==> config.mk <==
export PLATFORM = sky130hd
export DESIGN_NAME = dhte_ctrl
export DESIGN_NICKNAME = d
export VERILOG_FILES = /design/src/dhte_pkg.sv /design/src/dhte_ctrl.sv
export VERILOG_INCLUDE_DIRS = /design/src /design/src/src
export SDC_FILE = /design/constraint.sdc
export NUM_CORES = 1
export LEC_CHECK = 0
export BUFFER_PORTS_ARGS = -buffer_cell sky130_fd_sc_hd__buf_4
export CORE_UTILIZATION = 34
export CTS_BUF_LIST = sky130_fd_sc_hd__clkbuf_4
export DETAILED_ROUTE_END_ITERATION = 16
export GPL_TIMING_DRIVEN = 1
export PLACE_DENSITY = 0.67
export SYNTH_ARGS = -nofsm -noshare
export SYNTH_HDL_FRONTEND = slang
export SYNTH_SLANG_ARGS = --single-unit
==> constraint.sdc <==
create_clock -name clk -period 1.9 [get_ports clk]
set_clock_uncertainty 0.15 [all_clocks]
set_input_delay 0.285 -clock clk [delete_from_list [all_inputs] [get_ports clk]]
set_output_delay 0.285 -clock clk [all_outputs]
set_load 0.01 [all_outputs]
==> src/double_hash_table_engine_assert.svh <==
// Assertion macros for the double hash table engine.
// Uses clk and arst_n of the module that includes it.
`ifndef DOUBLE_HASH_TABLE_ENGINE_ASSERT_SVH
`define DOUBLE_HASH_TABLE_ENGINE_ASSERT_SVH
`ifndef SYNTHESIS
`define DHTE_ASSERT(lbl, prop, msg) \
	lbl: assert property (@(posedge clk) disable iff (!arst_n) prop) else $error(msg);
`define DHTE_ASSERT_NEXT(lbl, ante, cons, msg) \
	lbl: assert property (@(posedge clk) disable iff (!arst_n) ante |=> cons) else $error(msg);
`else
`define DHTE_ASSERT(lbl, prop, msg)
`define DHTE_ASSERT_NEXT(lbl, ante, cons, msg)
`endif
`endif

==> src/dhte_pkg.sv <==
// Shared types and codes of the double hash table engine.
// No dependencies.
package dhte_pkg;

	localparam int KEY_W  = 31;
	localparam int FUNC_W = 2;
	localparam int STAT_W = 2;
	localparam int CFG_W  = 11;

	localparam logic [CFG_W-1:0] CAP_RESET = 11'd1024;
	localparam logic [CFG_W-1:0] DIV_RESET = 11'd1021;

	localparam logic REG_CAPACITY = 1'b0;
	localparam logic REG_DIVISOR  = 1'b1;

	localparam logic [FUNC_W-1:0] FUNC_INSERT = 2'd0;
	localparam logic [FUNC_W-1:0] FUNC_ERASE  = 2'd1;
	localparam logic [FUNC_W-1:0] FUNC_LOOKUP = 2'd2;

	localparam logic [STAT_W-1:0] RES_OK        = 2'd0;
	localparam logic [STAT_W-1:0] RES_NOT_FOUND = 2'd1;
	localparam logic [STAT_W-1:0] RES_FULL      = 2'd2;

	localparam logic [1:0] SLOT_EMPTY = 2'd0;
	localparam logic [1:0] SLOT_USED  = 2'd1;
	localparam logic [1:0] SLOT_GONE  = 2'd2;

	typedef enum logic [1:0] {
		DSEL_HOME,
		DSEL_STEP,
		DSEL_WRAP
	} dsel_t;

	typedef struct packed {
		logic  clear;
		logic  take_item;
		logic  div_start;
		dsel_t start_sel;
		logic  home_store;
		logic  wrap_store;
		logic  rd;
		logic  check;
		logic  out_load;
	} cmd_t;

	typedef struct packed {
		logic clr_last;
		logic div_busy;
		logic bad_func;
		logic fin;
	} sts_t;

endpackage

==> src/dhte_ctrl.sv <==
// Controller state machine: clearing pass, hash phases, probe loop, result hand-off.
// Depends on dhte_pkg and double_hash_table_engine_assert.svh.
`include "double_hash_table_engine_assert.svh"
module dhte_ctrl (
	input  logic           clk,
	input  logic           arst_n,
	input  dhte_pkg::sts_t sts,
	input  logic           req_valid,
	output logic           req_ready,
	input  logic           out_ready,
	output logic           out_valid,
	output dhte_pkg::cmd_t cmd
);
	import dhte_pkg::*;

	typedef enum logic [8:0] {
		S_CLEAR  = 9'b000000001,
		S_IDLE   = 9'b000000010,
		S_PREP   = 9'b000000100,
		S_DHOME  = 9'b000001000,
		S_DSTEP  = 9'b000010000,
		S_DWRAP  = 9'b000100000,
		S_READ   = 9'b001000000,
		S_CHECK  = 9'b010000000,
		S_FINISH = 9'b100000000
	} state_t;

	state_t state_q;
	state_t state_d;
	logic   out_valid_q;
	logic   out_free;

	assign out_free  = !out_valid_q || out_ready;
	assign req_ready = (state_q == S_IDLE);
	assign out_valid = out_valid_q;

	always_comb begin
		cmd     = '0;
		state_d = state_q;
		unique case (state_q)
			S_CLEAR: begin
				cmd.clear = 1'b1;
				if (sts.clr_last) begin
					state_d = S_IDLE;
				end
			end
			S_IDLE: begin
				if (req_valid) begin
					cmd.take_item = 1'b1;
					state_d       = S_PREP;
				end
			end
			S_PREP: begin
				if (sts.bad_func) begin
					state_d = S_FINISH;
				end else begin
					cmd.div_start = 1'b1;
					cmd.start_sel = DSEL_HOME;
					state_d       = S_DHOME;
				end
			end
			S_DHOME: begin
				if (!sts.div_busy) begin
					cmd.home_store = 1'b1;
					cmd.div_start  = 1'b1;
					cmd.start_sel  = DSEL_STEP;
					state_d        = S_DSTEP;
				end
			end
			S_DSTEP: begin
				if (!sts.div_busy) begin
					cmd.div_start = 1'b1;
					cmd.start_sel = DSEL_WRAP;
					state_d       = S_DWRAP;
				end
			end
			S_DWRAP: begin
				if (!sts.div_busy) begin
					cmd.wrap_store = 1'b1;
					state_d        = S_READ;
				end
			end
			S_READ: begin
				cmd.rd  = 1'b1;
				state_d = S_CHECK;
			end
			S_CHECK: begin
				cmd.check = 1'b1;
				state_d   = sts.fin ? S_FINISH : S_READ;
			end
			S_FINISH: begin
				if (out_free) begin
					cmd.out_load = 1'b1;
					state_d      = S_IDLE;
				end
			end
			default: begin
				state_d = S_CLEAR;
			end
		endcase
	end

	always_ff @(posedge clk or negedge arst_n) begin
		if (!arst_n) begin
			state_q     <= S_CLEAR;
			out_valid_q <= 1'b0;
		end else begin
			state_q <= state_d;
			if (cmd.out_load) begin
				out_valid_q <= 1'b1;
			end else if (out_ready) begin
				out_valid_q <= 1'b0;
			end
		end
	end

	`DHTE_ASSERT(a_check_after_read, (state_q == S_CHECK) |-> $past(state_q == S_READ), "check without read")
	`DHTE_ASSERT_NEXT(a_finish_loads, (state_q == S_FINISH) && out_free, out_valid_q && (state_q == S_IDLE), "result not handed off")
	`DHTE_ASSERT_NEXT(a_result_held, out_valid_q && !out_ready, out_valid_q, "waiting result dropped")

endmodule

==> results of run 1 <==
## stage by stage
step	utilization	power (uW)	hold WS [ps]	setup WS [ps]
floorplan	-	639	-161	23.2
global placement	0.498	861	-28.8	-49.4
detailed placement	0.498	880	-28.0	-24.8
CTS	0.589	1220	79.7	-253
global route	0.633	1440	117	-353
finish	0.633	1380	101	-244
## registers in the layout, indices dropped and copies added, names as in the netlist
register   count
state_q        9
out_valid      1
## Yosys cell counts (2+ instances only)
cell type,n,area share
dfrtp_1,9,0.31
nor2_1,7,0.036
nand2_1,5,0.026
nor4b_1,4,0.048
or3_1,4,0.034
nor3_1,3,0.020
nor4_1,3,0.026
o21ai_0,3,0.020
o21ai_1,3,0.020
xor2_1,3,0.036
a21oi_1,2,0.014
and2_1,2,0.017
buf_2,2,0.014
clkbuf_1,2,0.010
inv_1,2,0.010
nand2b_1,2,0.017
nand3_1,2,0.014
nand4_1,2,0.017
nand4b_1,2,0.024
## layout make-up
| class | instances | area (um^2) | area share |
|---|---|---|---|
| inverters | 2 | 7.51 | 0.00593 |
| clock inverters | 1 | 3.75 | 0.00296 |
| multi-input cells | 65 | 568 | 0.449 |
| clock buffers | 3 | 22.5 | 0.0178 |
| repair buffers | 48 | 378 | 0.298 |
| flip-flops and latches | 10 | 253 | 0.200 |
| well taps | 27 | 33.8 | 0.0267 |
## worst min-delay path by stage
| stage | cells past startpoint | endpoint | startpoint | slack [ps] |
|---|---|---|---|---|
| 3_3_place_gp | 1 | state_q[6] | arst_n | -30 |
| 6_report | 2 | state_q[2] | req_valid | 100 |
| 2_1_floorplan | 0 | out_valid | arst_n | -160 |
| 5_1_grt | 2 | state_q[2] | req_valid | 120 |
| 4_1_cts | 2 | state_q[2] | req_valid | 80 |
| 3_5_place_dp | 1 | state_q[6] | arst_n | -30 |
## power breakdown
part / internal, uW / total (uW) / switching, uW
logic: 472 / 906 / 434
registers: 255 / 307 / 52.1
clock network: 76.3 / 162 / 86.0
## per-layer routing
| metal | GRT usage | vias up | part of all wire |
|---|---|---|---|
| met5 | 0 | - | 0 |
| met2 | 0.336 | 31 | 0.54 |
| met3 | 0.0629 | 6 | 0.043 |
| met1 | 0.244 | 419 | 0.41 |
| li1 | - | 405 | - |
| met4 | 0.0784 | 0 | 0.010 |
## cells in the final DEF (no fill, tap or decap), types with 2 or more instances in the layout
cell type / Yosys / final
dfrtp_1: 9 / 8
nand4_1: 2 / 2
buf_4: 1 / 43
inv_1: 2 / 2
nor3_1: 3 / 2
nor4b_2: 0 / 2
nor2_4: 0 / 4
or3_1: 4 / 3
nand3_2: 0 / 2
nor2_1: 7 / 2
nor4_4: 1 / 2
nor4b_4: 0 / 2
buf_6: 1 / 4
clkbuf_4: 0 / 3
o21ai_1: 3 / 4
nor2_2: 1 / 2
xor2_1: 3 / 3
o21ai_0: 3 / 2
a21oi_1: 2 / 2
nand2_1: 5 / 4
nand4b_1: 2 / 2
## logic make-up (layout without fill, tap and decap cells)
group | after synthesis | after routing | share of synthesized area
simple gates | 44 | 44 | 0.387
xor+xnor | 4 | 4 | 0.0478
buf+inv | 9 | 54 | 0.0666
flops | 10 | 10 | 0.343
compound gates | 17 | 17 | 0.155
## timing repair
action / CTS / global route
hold buffers: 1 / 0
setup buffers: 9 / 3
endpoints found under the hold margin: 10 / 0
setup endpoints to repair: 11 / 13
pin swaps: 9 / 8
gates resized for setup: 15 / 15
## worst max-delay path, delay by kind of cell (launching register included)
| family | cells | cell delay (ps) |
|---|---|---|
| buffers and inverters | 1 | 110 |
| flip-flops | 1 | 420 |
| AND/OR/NAND/NOR | 4 | 910 |
==> metrics.yaml, run 1 <==
die_w_um: 48.4
start_util: 0.366
final_antenna_net_count: 0
num_rows: 16
r2r_end: "state_q[0]"
synth_edf_count: 0
cp-start-kind: "flip-flop"
grt_max_degree: 11
slew_viol_final: 0
async_reset_ff_frac: 1.00
routed_wl_um: 2610
hold_violations: 0
grt_overflow: 0
ios: 20
reg2reg_slack_ps: -60
fill_cells: 169
drtIter0Drc: 42
crit_end: "cmd[7]"
synth-seq-cells: 10
grt_usage: 0.202
drv_cap: 0
port_buffers: 19
vias: 861
die_area_mm2: 0.00235
avgViaCountPerCell: 5.52
dp_hpwl_um: 1530
design_area_mm2: 0.00127
first_global_vias: 803
max-vdd-ir-drop_uv: 699
cts_sinks: 10
antenna_found_initial: 0
syn_to_final_growth_pct: 72.7
crit_fanout: 4
period_share: 1.13
cp_cell_sequence: "nor3_4, nand2_1, nor4b_4, or3_1, buf_4"
required_ps: 1460
fp.dieH_um: 48.4
synth_fp_nets: 92
yosysWarnings: 0
cts_root_buf: "clkbuf_4"
startpoint: "state_q[1]"
grt_pass1_wl_um: 3580
ff2ff_path_depth: 6
fin_setup_tns_ps: -1770
fmax_ghz: 0.467
wl_per_cell_um: 16.7
violations: "negative setup slack"
rsz0062_at_grt: "true"
syn_area_um2: 733
slew_headroom: 0.762
total_leakage_power_uw: 0.000580
htreeDepth: 1
fin_nets: 138
status: "complete, but fails checks"
gp_congestion: 0.832
p_per_area_mw_per_mm2: 1090
drc_errors: 0
setup_ws_ps: -244
insertedDiodeCount: 0
layout_min_cycle_time_ps: 2140
yosysUniqueCellTypes: 41
syn_inst: 84
drtPass1Iterations: 4
endpoint_kind: "output pin"
cpMaxStageDelayCell: "dfrtp_1"
max_stage_delay_ps: 420
dpl.cell_count: 139
place_area_um2: 996
cts_buffer_depth: 2
hp-class: "in -> reg"
setup_viol: 11
coreArea_mm2: 0.00200
synth.avg_cell_area_um2: 8.73
synthFlopType: "dfrtp_1"
worstPathArrival_ps: 1710
ys_seq_area_frac: 0.343
cts_tree: "yes"
r2r-start: "state_q[4]"
drive_above_1_share: 0.574
cts_buffers: 3
stdcell_count: 156
worstSkewPairLatency_ps: 290
max_slew.worst_pin.slew_ps: 348
path_clk_slew_ps: 80
critical_path_class: "reg -> out"
(Power assumes the default switching activity.)
==> run 2, diff against run 1 <==
--- a/config.mk
+++ b/config.mk
@@ -7,11 +7,15 @@
 export NUM_CORES = 1
 export LEC_CHECK = 0
 export BUFFER_PORTS_ARGS = -buffer_cell sky130_fd_sc_hd__buf_4
+export CELL_PAD_IN_SITES_DETAIL_PLACEMENT = 1
+export CELL_PAD_IN_SITES_GLOBAL_PLACEMENT = 1
 export CORE_UTILIZATION = 34
 export CTS_BUF_LIST = sky130_fd_sc_hd__clkbuf_4
 export DETAILED_ROUTE_END_ITERATION = 16
 export GPL_TIMING_DRIVEN = 1
-export PLACE_DENSITY = 0.67
+export PLACE_DENSITY = 0.83
+export REMOVE_ABC_BUFFERS = 1
+export SKIP_LAST_GASP = 1
 export SYNTH_ARGS = -nofsm -noshare
 export SYNTH_HDL_FRONTEND = slang
 export SYNTH_SLANG_ARGS = --single-unit
==> run 2 against run 1 <==
Net effect: the flow still finishes with violations (negative setup slack); critical path depth unchanged; sequential share of layout area increased by 0.14 points; utilization fell by 0.44 points; fmax down 3.5%; wire length increased by 21%; non-clock buffer count is 1 lower; sequential power is 5% higher; via count increased by 2.3%; register-to-register slack improved by 30 ps.
==> metrics.yaml, run 2 (same netlist as run 1, synthesis figures left out) <==
period_share: 1.17  # +0.0413
crit_fanout: 3  # -1
stdcell_count: 155  # -0.64%
whs_ps: 115  # +14.2 ps
path_clk_slew_ps: 70  # about the same
worstSkewPairLatency_ps: 290  # about the same
insertedDiodeCount: 0  # unchanged
drc_errors: 0  # unchanged
p_sw_frac: 0.429  # +0.0132
seq_power_share: 0.238  # +0.015
gp_congestion: 0.832  # about the same
syn_to_final_growth_pct: 71.5
coreArea_mm2: 0.00200  # unchanged
first_global_vias: 910  # +13%
drv_cap: 0  # unchanged
grt_overflow: 0  # unchanged
min-delay-start: "sts[2]"
antenna_found_initial: 0  # unchanged
r2r-start: "state_q[4]"
max_stage_delay_ps: 430  # about the same
required_ps: 1460  # about the same
worstPathArrival_ps: 1790  # +80 ps
cts_buffers: 3  # unchanged
die_area_mm2: 0.00235  # unchanged
power_uw: 1350  # -1.6%
cts_root_buf: "clkbuf_4"
cts_tree: "yes"
largest_reg_flops: 9  # unchanged
drtPass1Iterations: 4  # unchanged
endpoint_kind: "output pin"
layout_commonest_cell: "buf_4"
slew_viol_final: 0  # unchanged
reg2reg_slack_ps: -30  # +30 ps
drtIter0Drc: 21  # -50%
grt_pass1_wl_um: 4400  # +23%
vias: 881  # +2.3%
wl_per_cell_um: 20.4  # +22%
slew_headroom: 0.778  # +0.0158
grt_max_degree: 11  # unchanged
hold_violations: 0  # unchanged
die_w_um: 48.4  # unchanged
p_int_uw: 772  # -3.8%
design_area_mm2: 0.00126  # -0.69%
setup_ws_ps: -322  # -78.5 ps
crit_end: "cmd[7]"
status: "complete, but fails checks"
ios: 20  # unchanged
p_per_area_mw_per_mm2: 1080  # -0.93%
htreeDepth: 1  # unchanged
cts_buffer_depth: 2  # unchanged
cp_cell_sequence: "nor4_4, nand2_1, nor4b_4, or3_1, buf_4"
setup_viol: 12  # +1
avgViaCountPerCell: 5.68  # +3.0%
cpMaxStageDelayCell: "dfrtp_1"
power.switching_uw: 581  # +1.5%
port_buffers: 19  # unchanged
fin_nets: 137  # -0.72%
total_leakage_power_uw: 0.000567  # -2.4%
start_util: 0.366  # unchanged
pwr-share-clk: 0.120  # +0.002
top_register: "state_q"
mostFrequentLayoutCells: "39 x buf_4, 8 x dfrtp_1, 7 x buf_6, 4 x nor2_1, 4 x nand2_1"
layout_min_cycle_time_ps: 2220  # +78.5 ps
num_rows: 16  # unchanged
cp-start-kind: "flip-flop"
violations: "negative setup slack"
drive_above_1_share: 0.555  # -0.0190
rsz0062_at_grt: "true"
fp.dieH_um: 48.4  # unchanged
dp_hpwl_um: 1930  # +26%
dpl.cell_count: 139  # unchanged
r2r_end: "state_q[0]"
startpoint: "state_q[5]"
power_frac_comb: 0.642  # -0.017
max_slew.worst_pin.slew_ps: 325  # -23.1 ps
cts_sinks: 10  # unchanged
ff2ff_path_depth: 5  # -1
grt_usage: 0.252  # +0.0500
finish.utilization: 0.628  # -0.00437
fmax_ghz: 0.450  # -3.5%
routed_wl_um: 3160  # +21%
max-vdd-ir-drop_uv: 588  # -16%
critical_path_class: "reg -> out"
hp-class: "in -> reg"
final_antenna_net_count: 0  # unchanged
place_area_um2: 988  # -0.75%
[run 2: repair_timing]
action / 4_1_cts / 5_1_grt
hold endpoints to repair: 10 / 0
endpoints found under the setup margin: 11 / 12
gates resized for setup: 15 / 16
hold buffers: 1 / 0
pin swaps: 5 / 5
cloned: 0 / 0
setup buffers: 6 / 5
[run 2: worst min-delay path by stage]
stage | endpoint | slack, ps | cells after the start
2_1_floorplan | out_valid | -160 | 0
5_1_grt | state_q[2] | 110 | 2
3_5_place_dp | state_q[2] | -20 | 1
3_3_place_gp | state_q[7] | -30 | 1
4_1_cts | state_q[2] | 110 | 2
6_report | state_q[6] | 110 | 2
[run 2: metrics by stage]
| stage | setup WS (ps) | setup TNS (ps) |
|---|---|---|
| floorplan | -133 | -133 |
| global placement | 66.7 | 0 |
| detailed placement | -98.8 | -102 |
| CTS | -308 | -2010 |
| global route | -365 | -3080 |
| finish | -322 | -2360 |
[run 2: power by group through the flow]
stage / logic (uW) / registers (uW) / clock network, uW
floorplan: 299 / 321 / 0
global placement: 557 / 303 / 0
detailed placement: 585 / 309 / 0
CTS: 668 / 311 / 162
global route: 923 / 328 / 176
finish: 868 / 323 / 162
[run 2: per-layer routing]
metal / GRT usage / vias up / wire (um)
met5: 0 / - / 0
met4: 0.132 / 0 / 62
met3: 0.0503 / 7 / 87
met2: 0.430 / 19 / 1550
met1: 0.299 / 450 / 1460
li1: - / 405 / -
[run 2: final cells by class]
cell class / instances / area (um^2)
clock buffer: 3 / 22.5
clock inverter: 1 / 3.75
fill: 234 / 744
inverter: 2 / 7.51
multi-input combinational: 65 / 556
sequential: 10 / 253
tap: 27 / 33.8
timing repair buffer: 47 / 382
[run 2: critical path: cells and delay by family, from the launching register on]
kind	cells	cell delay (ps)
buffers and inverters	1	110
DFF	1	430
and+or+nand+nor	4	970
==> run 3, diff against run 2 <==
--- a/config.mk
+++ b/config.mk
@@ -15,7 +15,9 @@
 export GPL_TIMING_DRIVEN = 1
 export PLACE_DENSITY = 0.83
 export REMOVE_ABC_BUFFERS = 1
+export SETUP_SLACK_MARGIN = 0.2
 export SKIP_LAST_GASP = 1
+export SLEW_MARGIN = 20
 export SYNTH_ARGS = -nofsm -noshare
 export SYNTH_HDL_FRONTEND = slang
 export SYNTH_SLANG_ARGS = --single-unit
==> run 3 against run 2 <==
Net effect: the flow still finishes with violations (negative setup slack); global-route usage grew 3.2 points; clock power hardly changed; utilization up 7.9 points; critical path type unchanged.
==> metrics.yaml, run 3 (same netlist as run 1, synthesis figures left out) <==
r2r-start: "state_q[5]"
dp_slack_ps: -98.8  # unchanged
grt_pass1_wl_um: 4980  # +13%
drc_errors: 0  # unchanged
period_share: 1.18  # +0.0113
syn_to_final_growth_pct: 93.0
top_register: "state_q"
critPathTopFamily: "simple AND/OR/NAND/NOR gates"
port_buffers: 19  # unchanged
power.switching_uw: 687  # +18%
power_frac_comb: 0.702  # +0.060
pwr-share-clk: 0.101  # -0.019
slew_headroom: 0.796  # +0.0181
reg2reg_slack_ps: -60  # -30 ps
max_stage_delay_ps: 410  # -20 ps
layout_commonest_cell: "buf_4"
hold_path_end: "state_q[2]"
avgViaCountPerCell: 5.74  # +1.0%
met1_usage: 0.354  # +0.0558
cts_buffer_depth: 2  # unchanged
grt_overflow: 0  # unchanged
hp-class: "in -> reg"
seq_power_share: 0.196  # -0.042
design_area_mm2: 0.00142  # +13%
grt_util_met2: 0.491  # +0.0610
endpoint_kind: "output pin"
violations: "negative setup slack"
r2r_end: "state_q[0]"
dp_hpwl_um: 1930  # unchanged
drv_cap: 0  # unchanged
total_leakage_power_uw: 0.000629  # +11%
grtUsageMet3: 0.0535  # +0.00314
vias: 930  # +5.6%
coreArea_mm2: 0.00200  # unchanged
setup_viol: 12  # unchanged
insertedDiodeCount: 0  # unchanged
status: "complete, but fails checks"
required_ps: 1460  # about the same
cts_sinks: 10  # unchanged
grt_max_degree: 11  # unchanged
cts_tree: "yes"
fill_cells: 205  # -12%
largest_reg_flops: 9  # unchanged
mostFrequentLayoutCells: "40 x buf_4, 13 x buf_6, 7 x dfrtp_1, 4 x nand2_1"
p_sw_frac: 0.438  # +0.00810
cpMaxStageDelayCell: "dfrtp_1"
cts_root_buf: "clkbuf_4"
num_rows: 16  # unchanged
p_int_uw: 883  # +14%
die_w_um: 48.4  # unchanged
layout_min_cycle_time_ps: 2240  # +21.5 ps
path_clk_slew_ps: 70  # about the same
first_global_vias: 969  # +6.5%
busiest_layer: "met2"
gp_congestion: 0.832  # unchanged
drtPass1Iterations: 4  # unchanged
critPathMostFrequentCell: "buf_4"
max-vdd-ir-drop_uv: 731  # +24%
worstSkewPairLatency_ps: 280  # about the same
place_area_um2: 988  # unchanged
crit_fanout: 3  # unchanged
critical_path_class: "reg -> out"
ios: 20  # unchanged
cp_cell_sequence: "nor4_4, buf_4, buf_6, nand4_1, nor2b_1, buf_4"
rsz0062_at_grt: "true"
htreeDepth: 1  # unchanged
cp-start-kind: "flip-flop"
grt_usage: 0.284  # +0.0321
antenna_found_initial: 0  # unchanged
slew_viol_final: 0  # unchanged
die_area_mm2: 0.00235  # unchanged
drtIter0Drc: 22  # +4.8%
wl_per_cell_um: 23.9  # +17%
start_util: 0.366  # unchanged
worstPathArrival_ps: 1810  # +20 ps
fmax_ghz: 0.446  # -0.96%
cp_num_buf_inv: 3  # +2
p_per_area_mw_per_mm2: 1110  # +3.1%
setup_ws_ps: -343  # -21.5 ps
whs_ps: 102  # -12.9 ps
final_antenna_net_count: 0  # unchanged
drive_above_1_share: 0.644  # +0.0898
ff2ff_path_depth: 5  # unchanged
hold_depth: 2  # unchanged
max_slew.worst_pin.slew_ps: 304  # -21.3 ps
fp.dieH_um: 48.4  # unchanged
hold_violations: 0  # unchanged
finish.utilization: 0.707  # +0.0787
fin_nets: 144  # +5.1%
cts_buffers: 3  # unchanged
routed_wl_um: 3880  # +23%
min-delay-start: "req_valid"
[run 3: how the worst max path moves through the flow]
stage,slack (ps),end,start,depth (start not counted)
floorplan,-130,cmd[7],state_q[5],4
global placement,70,cmd[7],state_q[5],5
detailed placement,-100,cmd[7],state_q[5],5
CTS,-290,cmd[7],state_q[5],5
global route,-420,cmd[0],state_q[5],6
finish,-340,cmd[0],state_q[5],6
[run 3: metal layers]
layer  vias to the layer above  part of all wire  wire (um)
li1                        419                 -          -
met4                         0             0.051        197
met1                       464              0.46       1780
met2                        30              0.46       1760
met5                         -                 0          0
met3                        17             0.034        132
[run 3: worst register-to-register path: cells and delay by family, from the launching register on]
| family | cells | cell delay [ps] |
|---|---|---|
| simple gates | 2 | 920 |
| compound gates | 2 | 250 |
| buf+inv | 1 | 160 |
| flops | 1 | 410 |
[run 3: what timing repair did]
action | in CTS | in global routing
pin swaps | 5 | 8
resized for setup | 18 | 34
hold buffers | 1 | 0
hold endpoints to repair | 10 | 0
endpoints found under the setup margin | 16 | 16
buffers inserted | 11 | 7
[run 3: power groups by stage]
stage | clock, uW | sequential [uW] | combinational (uW)
2_1_floorplan | 0 | 321 | 299
3_3_place_gp | 0 | 303 | 557
3_5_place_dp | 0 | 309 | 585
4_1_cts | 162 | 299 | 731
5_1_grt | 174 | 312 | 1150
6_report | 159 | 308 | 1100
[run 3: cell type report]
class,instances,area [um^2],share of cell area
multi-input cells,65,637,0.450
repair buffers,54,457,0.323
flip-flops and latches,10,254,0.179
well taps,27,33.8,0.0239
clock buffers,3,22.5,0.0159
inverters,2,7.51,0.00531
clock inverters,1,3.75,0.00265
[run 3: through the flow]
stage               instances  setup TNS [ps]  total power, uW
floorplan                  77            -133              620
global placement          139               0              860
detailed placement        139            -102              893
CTS                       155           -2170             1190
global route              162           -3460             1630
finish                    162           -2700             1570
